**config.mk**
```make
export PLATFORM = sky130hd
export DESIGN_NAME = cdq_ctrl_flat
export DESIGN_NICKNAME = d
export VERILOG_FILES = /design/src/rtl/core/cdq_pkg.sv /design/src/rtl/core/cdq_ifs.sv /design/src/rtl/core/cdq_ctrl.sv /design/src/flat_wrapper.sv
export SDC_FILE = /design/constraint.sdc
export NUM_CORES = 1
export LEC_CHECK = 0
export ABC_AREA = 1
export ABC_CLOCK_PERIOD_IN_PS = 9080
export CELL_PAD_IN_SITES_DETAIL_PLACEMENT = 1
export CELL_PAD_IN_SITES_GLOBAL_PLACEMENT = 1
export CORE_ASPECT_RATIO = 0.6
export CORE_UTILIZATION = 43
export CTS_CLUSTER_DIAMETER = 50
export DETAILED_ROUTE_END_ITERATION = 10
export DONT_BUFFER_PORTS = 1
export PLACE_DENSITY_LB_ADDON = 0.1
export SYNTH_ARGS = -nofsm -noshare
export SYNTH_HDL_FRONTEND = slang
export SYNTH_SLANG_ARGS = --single-unit
```
**constraint.sdc**
```tcl
create_clock -name clock -period 9.08 [get_ports clock]
set_input_delay 0 -clock clock [delete_from_list [all_inputs] [get_ports clock]]
set_output_delay 0 -clock clock [all_outputs]
set_load 0.05 [all_outputs]
```
**src/rtl/core/cdq_pkg.sv**
```systemverilog
// Shared types and constants for the circular deque unit.
`timescale 1ns / 1ps

package cdq_pkg;

   localparam int VALUE_W = 32;
   localparam int CAP_W   = 11;
   localparam int OP_W    = 3;

   localparam logic [CAP_W-1:0]   CAP_RESET   = 11'd1024;
   localparam logic [VALUE_W-1:0] EMPTY_VALUE = 32'hFFFF_FFFF;

   typedef enum logic [OP_W-1:0] {
      OP_NONE       = 3'd0,
      OP_PUSH_FRONT = 3'd1,
      OP_PUSH_REAR  = 3'd2,
      OP_POP_FRONT  = 3'd3,
      OP_POP_REAR   = 3'd4
   } op_type;

   // Per-cycle command broadcast along one chain of cells.
   typedef struct packed {
      logic grow;    // shift toward the far end, cell zero takes the new value
      logic shrink;  // shift toward cell zero
      logic append;  // write the new value at the cell indexed by the count
   } chain_ctl_type;

endpackage

```
**src/rtl/core/cdq_ifs.sv**
```systemverilog
// Request and response channel interfaces of the circular deque unit.
`timescale 1ns / 1ps

interface cdq_req_if;
   logic                                 valid;
   logic                                 ready;
   logic [cdq_pkg::OP_W-1:0]             operation;
   logic signed [cdq_pkg::VALUE_W-1:0]   value;

   modport source (output valid, output operation, output value, input ready);
   modport sink   (input valid, input operation, input value, output ready);
endinterface

interface cdq_rsp_if;
   logic                                 valid;
   logic                                 ready;
   logic                                 ok;
   logic signed [cdq_pkg::VALUE_W-1:0]   front_value;
   logic signed [cdq_pkg::VALUE_W-1:0]   rear_value;
   logic                                 is_empty;
   logic                                 is_full;
   logic [cdq_pkg::CAP_W-1:0]            entry_count;

   modport source (output valid, output ok, output front_value, output rear_value,
                   output is_empty, output is_full, output entry_count, input ready);
   modport sink   (input valid, input ok, input front_value, input rear_value,
                   input is_empty, input is_full, input entry_count, output ready);
endinterface

```
**src/rtl/core/cdq_ctrl.sv**
```systemverilog
// Count, capacity register, command decode and response slot of the deque.
`timescale 1ns / 1ps

module cdq_ctrl #(
   parameter int DEPTH = 1024,
   parameter int CNT_W = 11
) (
   input  logic                          clock,
   input  logic                          reset,
   cdq_req_if.sink                       req,
   cdq_rsp_if.source                     rsp,
   input  logic                          csr_wr_en,
   input  logic [cdq_pkg::CAP_W-1:0]     csr_wr_data,
   input  logic [cdq_pkg::VALUE_W-1:0]   front_q,
   input  logic [cdq_pkg::VALUE_W-1:0]   rear_q,
   output logic [CNT_W-1:0]              count,
   output cdq_pkg::chain_ctl_type        front_ctl,
   output cdq_pkg::chain_ctl_type        rear_ctl
);

   localparam int CMP_W = (CNT_W > cdq_pkg::CAP_W) ? CNT_W : cdq_pkg::CAP_W;

   logic [cdq_pkg::CAP_W-1:0] cap_ff;
   logic [cdq_pkg::CAP_W-1:0] cap_in;
   logic [CNT_W-1:0]          count_ff;
   logic [CNT_W-1:0]          count_in;
   logic                      ok_ff;
   logic                      ok_in;
   logic                      rsp_valid_ff;
   logic                      rsp_valid_in;

   logic [CMP_W-1:0]          cap_ext;
   logic [CMP_W-1:0]          eff_cap;
   logic [CMP_W-1:0]          count_ext;
   logic                      full;
   logic                      empty;
   logic                      accept;
   cdq_pkg::op_type           op;
   logic                      do_push_front;
   logic                      do_push_rear;
   logic                      do_pop_front;
   logic                      do_pop_rear;
   logic                      refused;

   // Clamp capacity to 1..DEPTH.
   always_comb begin
      cap_ext = CMP_W'(cap_ff);
      priority if (cap_ext == '0) begin
         eff_cap = CMP_W'(1);
      end else if (cap_ext > CMP_W'(DEPTH)) begin
         eff_cap = CMP_W'(DEPTH);
      end else begin
         eff_cap = cap_ext;
      end
   end

   assign count_ext = CMP_W'(count_ff);
   assign full      = (count_ext >= eff_cap);
   assign empty     = (count_ff == '0);

   // Hold new work while the response slot is occupied and not being taken.
   assign req.ready = !rsp_valid_ff || rsp.ready;
   assign accept    = req.valid && req.ready;
   assign op        = cdq_pkg::op_type'(req.operation);

   always_comb begin
      do_push_front = 1'b0;
      do_push_rear  = 1'b0;
      do_pop_front  = 1'b0;
      do_pop_rear   = 1'b0;
      refused       = 1'b0;
      unique case (op)
         cdq_pkg::OP_PUSH_FRONT: begin
            do_push_front = accept && !full;
            refused       = full;
         end
         cdq_pkg::OP_PUSH_REAR: begin
            do_push_rear = accept && !full;
            refused      = full;
         end
         cdq_pkg::OP_POP_FRONT: begin
            do_pop_front = accept && !empty;
            refused      = empty;
         end
         cdq_pkg::OP_POP_REAR: begin
            do_pop_rear = accept && !empty;
            refused     = empty;
         end
         default: begin
            refused = 1'b0;
         end
      endcase
   end

   // Front chain keeps the front entry in cell zero, rear chain the rear entry.
   always_comb begin
      front_ctl.grow   = do_push_front;
      front_ctl.shrink = do_pop_front;
      front_ctl.append = do_push_rear;
      rear_ctl.grow    = do_push_rear;
      rear_ctl.shrink  = do_pop_rear;
      rear_ctl.append  = do_push_front;
   end

   always_comb begin
      cap_in       = cap_ff;
      count_in     = count_ff;
      ok_in        = ok_ff;
      rsp_valid_in = rsp_valid_ff;
      if (rsp.ready) begin
         rsp_valid_in = 1'b0;
      end
      priority if (csr_wr_en) begin
         cap_in   = csr_wr_data;
         count_in = '0;
      end else if (do_push_front || do_push_rear) begin
         count_in = count_ff + CNT_W'(1);
      end else if (do_pop_front || do_pop_rear) begin
         count_in = count_ff - CNT_W'(1);
      end
      if (accept) begin
         ok_in        = !refused;
         rsp_valid_in = 1'b1;
      end
   end

   always_ff @(posedge clock) begin
      if (reset) begin
         cap_ff       <= cdq_pkg::CAP_RESET;
         count_ff     <= '0;
         rsp_valid_ff <= 1'b0;
      end else begin
         cap_ff       <= cap_in;
         count_ff     <= count_in;
         rsp_valid_ff <= rsp_valid_in;
      end
   end

   always_ff @(posedge clock) begin
      ok_ff <= ok_in;
   end

   assign count           = count_ff;
   assign rsp.valid       = rsp_valid_ff;
   assign rsp.ok          = ok_ff;
   assign rsp.is_empty    = empty;
   assign rsp.is_full     = full;
   assign rsp.entry_count = count_ext[cdq_pkg::CAP_W-1:0];
   assign rsp.front_value = empty ? cdq_pkg::EMPTY_VALUE : front_q;
   assign rsp.rear_value  = empty ? cdq_pkg::EMPTY_VALUE : rear_q;

   a_count_in_range : assert property (@(posedge clock) disable iff (reset)
      count_ext <= eff_cap)
      else $error("entry count above effective capacity");

   a_push_counts : assert property (@(posedge clock) disable iff (reset)
      (do_push_front || do_push_rear) && !csr_wr_en |=> count_ff == $past(count_ff) + 1'b1)
      else $error("accepted insert did not advance the count");

   a_csr_empties : assert property (@(posedge clock) disable iff (reset)
      csr_wr_en |=> count_ff == '0)
      else $error("capacity write did not empty the deque");

   a_no_overrun : assert property (@(posedge clock) disable iff (reset)
      rsp_valid_ff && !rsp.ready |-> !accept)
      else $error("transaction accepted over a pending response");

endmodule

```
**src/flat_wrapper.sv**
```systemverilog
// flat-port wrapper written by rule: the top's interface ports become plain ports
module cdq_ctrl_flat 
#(
   parameter int DEPTH = 1024,
   parameter int CNT_W = 11
)
  (clock, reset, csr_wr_en, csr_wr_data, front_q, rear_q, count, front_ctl, rear_ctl, req_valid, req_operation, req_value, req_ready, rsp_valid, rsp_ok, rsp_front_value, rsp_rear_value, rsp_is_empty, rsp_is_full, rsp_entry_count, rsp_ready);
  cdq_req_if req_i ();
  cdq_rsp_if rsp_i ();
  input  logic clock;
  input  logic reset;
  input  logic csr_wr_en;
  input  logic [cdq_pkg::CAP_W-1:0] csr_wr_data;
  input  logic [cdq_pkg::VALUE_W-1:0] front_q;
  input  logic [cdq_pkg::VALUE_W-1:0] rear_q;
  output logic [CNT_W-1:0] count;
  output cdq_pkg::chain_ctl_type front_ctl;
  output cdq_pkg::chain_ctl_type rear_ctl;
  input wire logic [$bits(req_i.valid)-1:0] req_valid;
  input wire logic [$bits(req_i.operation)-1:0] req_operation;
  input wire logic [$bits(req_i.value)-1:0] req_value;
  output wire logic [$bits(req_i.ready)-1:0] req_ready;
  output wire logic [$bits(rsp_i.valid)-1:0] rsp_valid;
  output wire logic [$bits(rsp_i.ok)-1:0] rsp_ok;
  output wire logic [$bits(rsp_i.front_value)-1:0] rsp_front_value;
  output wire logic [$bits(rsp_i.rear_value)-1:0] rsp_rear_value;
  output wire logic [$bits(rsp_i.is_empty)-1:0] rsp_is_empty;
  output wire logic [$bits(rsp_i.is_full)-1:0] rsp_is_full;
  output wire logic [$bits(rsp_i.entry_count)-1:0] rsp_entry_count;
  input wire logic [$bits(rsp_i.ready)-1:0] rsp_ready;
  assign req_i.valid = req_valid;
  assign req_i.operation = req_operation;
  assign req_i.value = req_value;
  assign req_ready = req_i.ready;
  assign rsp_valid = rsp_i.valid;
  assign rsp_ok = rsp_i.ok;
  assign rsp_front_value = rsp_i.front_value;
  assign rsp_rear_value = rsp_i.rear_value;
  assign rsp_is_empty = rsp_i.is_empty;
  assign rsp_is_full = rsp_i.is_full;
  assign rsp_entry_count = rsp_i.entry_count;
  assign rsp_i.ready = rsp_ready;
  cdq_ctrl #(.DEPTH(DEPTH), .CNT_W(CNT_W)) u_core (.clock(clock), .reset(reset), .req(req_i), .rsp(rsp_i), .csr_wr_en(csr_wr_en), .csr_wr_data(csr_wr_data), .front_q(front_q), .rear_q(rear_q), .count(count), .front_ctl(front_ctl), .rear_ctl(rear_ctl));
endmodule
```
After elaboration in Yosys (flattened, before gate mapping) --
Cells that the tools add are included.
Word-level totals: flip-flop bits (word level) 24, bits of input ports 115, output and inout port bits 97, word-level logic and storage cells 42
Operators by class: $add $sub $neg 2, order comparisons 2, eq/ne operators 4, muxes and demuxes 13, reduce and logical (&&, ||, !) cells 17
Operators with widths (count):
- 2-to-1 mux 32 bit | 2
- 2-to-1 mux 11 bit | 4
- zero test 11 bit | 2
- adder 11 x 1 -> 11 bit (second input constant) | 1
- >= comparator 11 bit | 1
- greater-than comparator 11 bit (second input constant) | 1
- subtractor 11 x 1 -> 11 bit (second input constant) | 1
- == test 3 x 2 -> 1 bit (second input constant) | 2
- 2-to-1 mux 1 bit | 6
- OR reduction 2 bit | 3
- zero test 1 bit | 4
- nonzero test 2 bit | 2
- == test 3 x 1 -> 1 bit (second input constant) | 1
- == test 3 bit (second input constant) | 1
- logical AND 1 bit | 3
- logical OR 1 bit | 3
- case mux 1 bit (2 select lines) | 1

Longest topological paths before layout --
Gate-level depths: netlist of run 1.
depth after elaboration 9, mapped depth 24, gate-level depth less buffers 24

Worst setup path after synthesis of run 1 --
No wires, ideal clock.
path kind reg-to-reg, from reg u_core.cap_ff (netlist bit u_core.cap_ext[0]), to reg u_core.count_ff[10] (netlist: u_core.count[10]), arrival time 2.956 ns, setup slack 6.008 ns, stages on the path, launching flop included 22, period minus slack after synthesis 3.072 ns, cell sequence dfxtp_1 > nor4_1 > nand3_1 > nand2_1 > nand2_1 > ha_1 > nand2_2 > inv_2 > a21oi_2 > nand2_1 > nor2_4 > nand3_4 > ha_1 > nand2_1 > nand2_1 > nand2_1 > nand2_1 > nand2_1 > nand3_1 > or2_1 > a21oi_1 > nor2_1
On the way: cells in the longest elaborated chain, start to end 9
RTL lines:
- from (decl) | line cdq_ctrl.sv:23 | logic [cdq_pkg::CAP_W-1:0] cap_ff;
- from (signal assigned) | line cdq_ctrl.sv:129 | cap_ff <= cdq_pkg::CAP_RESET;
- from (signal assigned) | line cdq_ctrl.sv:133 | cap_ff <= cap_in;
- greater-than comparator 11 bit | line cdq_ctrl.sv:50 | end else if (cap_ext > CMP_W'(DEPTH)) begin
- 2-to-1 mux 11 bit | line cdq_ctrl.sv:50
- 2-to-1 mux 11 bit * | line cdq_ctrl.sv:48 | priority if (cap_ext == '0) begin
- >= comparator 11 bit * | line cdq_ctrl.sv:58 | assign full = (count_ext >= eff_cap);
- zero test 1 bit * | line cdq_ctrl.sv:74, cdq_ctrl.sv:78
- logical AND 1 bit * | line cdq_ctrl.sv:74, cdq_ctrl.sv:78
- 2-to-1 mux 1 bit | line cdq_ctrl.sv:72 | unique case (op)
- logical OR 1 bit * | line cdq_ctrl.sv:116 | end else if (do_push_front || do_push_rear) begin
- 2-to-1 mux 11 bit or nonzero test 2 bit (tied branches)
- to (signal assigned) | line cdq_ctrl.sv:134 | count_ff <= count_in;
- to (decl) | line cdq_ctrl.sv:25 | logic [CNT_W-1:0] count_ff;
Mark *: on every way between the ends. The rest lies on a longest branch, timed or not. A chain may end at the register's enable or synchronous reset.

Worst setup path after layout of run 1 --
from reg u_core.count_ff[0] (netlist: u_core.count[0]), to reg u_core.count_ff[9] (netlist: u_core.count[9])
On the way: cells in the longest elaborated chain, start to end 6
RTL lines (line):
- >= comparator 11 bit or zero test 11 bit (tied branches) | cdq_ctrl.sv:58, cdq_ctrl.sv:59
- zero test 1 bit, on equally long branches
- logical AND 1 bit, on equally long branches
- 2-to-1 mux 1 bit | cdq_ctrl.sv:72
- logical OR 1 bit, on equally long branches | cdq_ctrl.sv:116, cdq_ctrl.sv:118
- 2-to-1 mux 11 bit or nonzero test 2 bit (tied branches)
Several ways; a longest one is shown, not always the timed one. The select of a mux whose other input is x is not followed.

==> results.tsv, run 1 <==
stage	metric	value	unit
critical_path	start_kind	flip-flop	
synthesis	synth_seq_area_share	20.06	%
clocking	cts_buffers	3	
timing	max_slew_margin	23.58	%
place	place_congestion	0.7681	
place	post_dp_cell_area	2361	um2
critical_path	path_class	reg -> reg	
pwr	p_switching	370.9	uW
clocking	clk_pin_slew	100	ps
finish	final_layout_size_suffix_gt1_share	12.91	%
die	die_y	60.41	um
timing	timing.fmax	249.6	MHz
clocking	cts_buffer_depth	2	
critical_path	required	9260	ps
timing	hold_viol	0	
global_route	grt_pass1_wl	12510	um
critical_path	cp_slowest_cell	dfxtp_1	
finish	fillers	713	
timing	setup-tns-final	0	ps
synthesis	synth-edff-count	1	
clocking	clock-root-buffer	clkbuf_8	
synthesis	netlist_instances	369	
synthesis	async_flop_share	0	%
timing	min_period	4007	ps
place	hpwl	7211	um
route	drt-pass1-iter-count	4	
synthesis	yosysUniqueCellTypes	38	
synthesis	synth_area	2445	um2
route	drtIter0Drc	107	
clocking	clock-sinks	24	
synthesis	syn_avg_cell_area	6.626	um2
status	status	finished clean	
global_route	grt_max_degree	67	
timing	rsz0062_at_grt	no	
global_route	grt.overflow.total	0	
timing	worstMarginPinSlew	1145	ps
timing	whs	24.25	ps
route	drt_wl_total	8685	um
route	post_drt_wl_per_cell	20.15	um
clocking	cts_resized	0	
job	drv_cap	0	
critical_path	critical_path.max_stage_delay	1030	ps
pwr	leakage	0.001192	uW
global_route	antenna_found_initial	1	
synthesis	ys.flop_type	dfxtp_1	
clocking	cts_setup_buffers	0	
critical_path	worstRegToRegCells	16	
critical_path	path_max_fanout	11	
synthesis	yosysWarnings	0	
clocking	insertion_delay	280	ps
synthesis	syn-num-nets	505	
finish	nets	501	
die	pin_count	212	
timing	slew_viol_final	0	
die	rows	20	
hold_path	whs_path_depth	3	
pwr	power	598.4	uW
die	dieArea	6001	um2
die	core-area	5255	um2
global_route	grt_pass1_vias	2218	
critical_path	crit_path_end_kind	flip-flop	
critical_path	critical_path_arrival	4190	ps
route	drc	0	
finish	register_area	490.5	um2
pwr	clockPowerShare	14.5	%
route	vias_per_cell	5.346	
clocking	cts-htree-levels	1	
pwr	p_sw_share	61.98	%
hold_path	worstHoldPathType	in -> reg	
critical_path	crit_family	simple AND/OR/NAND/NOR gates	
pwr	seqPwrFrac	22.4	%
pwr	pwr-share-comb	63.0	%
die	die_w	99.35	um
synthesis	ys_seq_elements	24	
global_route	track_usage	28.43	%
critical_path	cp.depth	16	
place	io_buffers	0	
timing	clock_skew	6.181	ps
die	initial_core_util	46.52	%
pwr	internal-power	227.5	uW
critical_path	crit_buf_inv	1	
pwr	p_per_area	231.1	nW/um2
route	dr_total_vias	2304	
clocking	cts_tree	yes	
timing	period_share	44.13	%
route	ant_nets	0	
finish	multiInputGateArea	1630	um2
timing	setup_violations	0	
critical_path	worstPathCellList	inv_1, ha_1, nand3_1, nand3b_1, nand2_1, nor2_4, nand3_4, ha_1, a21oi_1, nor2_1, o21ai_0, nand3_1, nand2_1, nand2_1, nor2_1, nor2_1	
finish	finalInstanceArea	2590	um2
finish	area_growth	5.936	%
pwr	peakVddDrop	0.00009718	V
==> what timing repair did <==
| action | 4_1_cts | 5_1_grt |
|---|---|---|
| hold buffers | 16 | 0 |
| setup endpoints to repair | 0 | 0 |
| hold endpoints to repair | 12 | 0 |
==> path summary, 6_finish.rpt <==
check / startpoint / endpoint / slack [ps]
min: reset / u_core.cap_ext[2] / 20
max: u_core.count[0] / u_core.count[9] / 5070
min reg2reg: u_core.cap_ext[2] / u_core.cap_ext[2] / 560
max reg2reg: u_core.count[0] / u_core.count[9] / 5070
==> sequential cells by signal (all words and copies together) (netlist names) <==
| signal | cells |
|---|---|
| u_core.count | 11 |
| u_core.rsp.valid | 1 |
| u_core.cap_ext | 11 |
| u_core.rsp.ok | 1 |
==> cells by family after synthesis <==
logic type	Yosys count	share of synthesized area (%)
xor+xnor	7	2.508
fa+ha+maj	21	11.05
buf+inv	65	13.46
flops	24	20.06
compound gates	41	9.417
simple gates	211	43.50
==> Yosys cell counts (3+ instances only) <==
library cell,n,share of area [%]
o21ai_1,11,2.3
nand3_1,14,2.9
nand2_1,56,8.6
ha_1,20,10
nand2_2,3,0.77
buf_4,18,5.5
xor2_1,4,1.4
or2_2,24,6.1
buf_2,5,1.0
o21ai_0,13,2.7
dfxtp_1,23,19
inv_1,33,5.1
a21oi_1,10,2.0
or2_1,41,10
xnor2_1,3,1.1
inv_2,4,0.61
nor2_1,59,9.1
==> layout make-up <==
type	instances	area share (%)
well taps	66	3.188
flip-flops and latches	24	18.94
inverters	38	5.507
multi-input cells	280	62.95
clock buffers	4	2.560
repair buffers	18	6.763
diodes	1	0.09662
==> metal layers <==
metal | vias up | wire length [um] | GRT usage [%]
met5 | - | 0 | 0
met4 | 0 | 40 | 3.992
met3 | 5 | 519 | 8.180
met2 | 77 | 3918 | 45.14
met1 | 1083 | 4205 | 39.73
li1 | 1139 | - | -
==> power by group through the flow <==
stage,clock network [uW],registers (uW),logic [uW]
after floorplan,0,129,346
after global placement,0,137,364
after detailed placement,0,137,369
after CTS,87.7,134,377
after global routing,92.0,135,398
final,87.0,134,377
==> cell usage in the layout (no fill, tap or decap), types with 3 or more instances in the layout <==
cell and n:
a21oi_1 10, dlygate4sd3_1 16, ha_1 20, nand2_2 3, nor2_1 57, o21ai_0 13, dfxtp_1 23, xor2_1 4
xnor2_1 3, or2_2 24, nand2_1 56, nand3_1 14, or2_1 41, inv_1 33, inv_2 4, o21ai_1 11
clkbuf_8 3
==> worst reg2reg max path, stage by stage, from the launching register on <==
cell      delay [ps]
dfxtp_1         1030
inv_1            350
ha_1             380
nand3_1           90
nand3b_1         140
nand2_1           90
nor2_4           170
nand3_4          200
ha_1             420
a21oi_1          220
nor2_1            60
o21ai_0          340
nand3_1          130
nand2_1           70
nand2_1           60
nor2_1           110
nor2_1            50
==> per-stage QoR <==
stage          utilization [%]  setup slack, ps  instances
2_1_floorplan                -             6008        369
3_3_place_gp             44.93             5165        410
3_5_place_dp             44.93             5112        410
4_1_cts                  49.24             5084        430
5_1_grt                  49.24             4784        430
6_report                 49.29             5073        431
No activity file was read; power rests on OpenSTA's default activity.
==> run 2, diff against run 1 <==
- ABC_CLOCK_PERIOD_IN_PS: 9080 -> 3200
- CORE_UTILIZATION: 43 -> 36
- clock period: 9.08 -> 3.2 ns (I/O delays scaled with it)
==> results.tsv, run 2 (synthesized netlist as in run 1, its figures left out) <==
stage	metric	value	unit	change
status	status	complete, but fails checks		
status	violations	setup timing		
route	drc	0		unchanged
finish	area_growth	44.11	%	
critical_path	path_class	reg -> reg		
timing	max_slew_margin	38.72	%	+15 points
timing	period_share	104.8	%	+61 points
critical_path	rr_startpoint	u_core.cap_ext[6]		
critical_path	crit_family	simple AND/OR/NAND/NOR gates		
pwr	peakVddDrop	0.0003251	V	+230%
clocking	cts_tree	yes		
critical_path	crit_end	u_core.count[8]		
pwr	p_per_area	562.1	nW/um2	+140%
critical_path	crit_buf_inv	1		unchanged
die	initial_core_util	38.62	%	-7.9 points
route	drt_wl_total	10100	um	+16%
critical_path	crit_path_end_kind	flip-flop		
finish	mostFrequentLayoutCells	53 x nor2_1, 48 x buf_4, 41 x or2_1		
critical_path	cp-startpoint	u_core.cap_ext[6]		
critical_path	worstRegToRegCells	23		+7
timing	timing.fmax	298.3	MHz	+20%
global_route	track_usage	27.13	%	-1.3 points
route	m1WireLength	4748	um	+13%
critical_path	required	3400	ps	-5860 ps
die	die_y	65.84	um	+9.0%
route	vias_per_cell	5.172		-3.3%
route	routed.top_layer	met4		
clocking	clk_pin_slew	70	ps	-30 ps
clocking	cts_buffers	3		unchanged
route	dr_wl_met3	579	um	+12%
finish	final_common_cell	nor2_1		
pwr	power	1981	uW	+230%
global_route	grt_pass1_vias	2579		+16%
critical_path	cp.depth	23		+7
finish	fin_util	55.65	%	+6.4 points
place	io_buffers	0		unchanged
critical_path	cp_slowest_cell	ha_4		
hold_path	worstHoldPathType	in -> reg		
pwr	leakage	0.001575	uW	+32%
route	dr_wl_met2	4704	um	+20%
timing	hold_viol	0		unchanged
critical_path	path_max_fanout	5		-6
critical_path	critical_path.max_stage_delay	370	ps	-660 ps
route	ant_nets	0		unchanged
critical_path	worst_r2r_endpoint	u_core.count[8]		
route	dr_total_vias	2617		+14%
critical_path	worstPathCellList	nor4_4, nand3_2, nand2_4, nand2_2, ha_4, nand2_2, inv_2, nand2_1, nand2_1, nand2_1, nand2_2, nor2_4, nand3_4, ha_4, nand2_2, nor2_2, nand2_1, nand3_2, nand3_2, nand2_2, xor2_1, nor2_1, nor2_1		
timing	layout_setup_ws	-152.7	ps	-5226 ps
finish	nets	558		+11%
global_route	antenna_found_initial	0		-1
place	place_congestion	0.7954		+3.6%
timing	slew_viol_final	0		unchanged
global_route	grt_max_degree	67		unchanged
timing	clock_skew	2.391	ps	-3.790 ps
place	hpwl	7244	um	+0.46%
job	drv_cap	0		unchanged
die	dieArea	7136	um2	+19%
global_route	grt.overflow.total	0		unchanged
die	die_w	108.4	um	+9.1%
die	core-area	6331	um2	+20%
finish	final_layout_size_suffix_gt1_share	38.24	%	+25 points
global_route	grt_pass1_wl	14430	um	+15%
critical_path	critical_path_arrival	3550	ps	-640 ps
die	pin_count	212		unchanged
clocking	insertion_delay	260	ps	-20 ps
finish	fillers	787		+10%
timing	rsz0062_at_grt	yes		
route	drtIter0Drc	126		+18%
critical_path	cp_common_cell	nand2_2		
timing	worstMarginPinSlew	917.9	ps	-226.8 ps
die	rows	22		+10%
clocking	clock-sinks	24		unchanged
critical_path	start_kind	flip-flop		
timing	min_period	3353	ps	-654.2 ps
critical_path	rrSetupSlack	-150	ps	-5230 ps
route	post_drt_wl_per_cell	19.96	um	-0.93%
timing	setup_violations	7		+7
clocking	cts_buffer_depth	2		unchanged
clocking	cts-htree-levels	1		unchanged
clocking	clock-root-buffer	clkbuf_16		
route	drt-pass1-iter-count	4		unchanged
[run 2: cell count changes in the layout (fill, tap and decap cells not counted), sizes merged]
cell / previous run / this run
nand3: 16 / 17
buf: 2 / 51
dlygate4sd3: 16 / 22
nand2: 60 / 61
[run 2: repair_timing]
item	4_1_cts	5_1_grt
setup buffers	3	3
gates resized for setup	50	29
endpoints found under the setup margin	8	9
pin swaps	21	24
hold endpoints to repair	12	0
hold buffers	22	0
cloned	2	0
[run 2: where the power goes]
part           total [uW]  leakage (uW)  switching, uW  internal (uW)
clock                 341     0.0000493            123            218
combinational        1300       0.00133            987            310
sequential            343      0.000198           23.1            320
total                1980       0.00157           1130            847
[run 2: area by class of cell]
class	instances	area (um2)	area share, %
multi-input cells	282	2064	58.59
flip-flops and latches	24	494.2	14.03
well taps	84	105.1	2.983
diodes	1	2.502	0.07102
clock buffers	4	100.1	2.841
repair buffers	73	614.3	17.44
inverters	38	142.6	4.048
[run 2: worst min path at each step]
stage / from / end / slack (ps) / depth (start not counted)
5_1_grt: req_valid / u_core.rsp.valid / 20 / 2
2_1_floorplan: reset / u_core.rsp.valid / 70 / 1
4_1_cts: req_valid / u_core.rsp.valid / 20 / 2
3_5_place_dp: reset / u_core.rsp.valid / 80 / 1
3_3_place_gp: reset / u_core.rsp.valid / 70 / 1
6_report: req_valid / u_core.rsp.valid / 10 / 2
[run 2: per-layer routing]
metal / vias up / global-route usage, %
met2: 86 / 43.31
met4: 0 / 3.041
met5: - / 0
li1: 1264 / -
met1: 1261 / 39.02
met3: 6 / 4.828
[run 2: worst register-to-register path: cells and delay by family, from the launching register on]
kind	cells	cell delay, ps
xor gates and xnor gates	1	140
DFF	1	340
buffers and inverters	1	50
and+or+nand+nor	19	2180
adders and majority gates	2	600
[run 2: metrics by stage]
step	hold WS (ps)	area (um2)	cells	setup TNS (ps)	setup WS (ps)
4_1_cts	16.36	3366	502	-237.4	-79.68
3_3_place_gp	72.21	2706	471	-2297	-403.8
2_1_floorplan	69.07	2445	369	0	128.5
3_5_place_dp	77.06	2706	471	-2598	-410.8
6_report	12.46	3523	506	-804.9	-152.7
5_1_grt	18.94	3521	505	-2697	-404.6
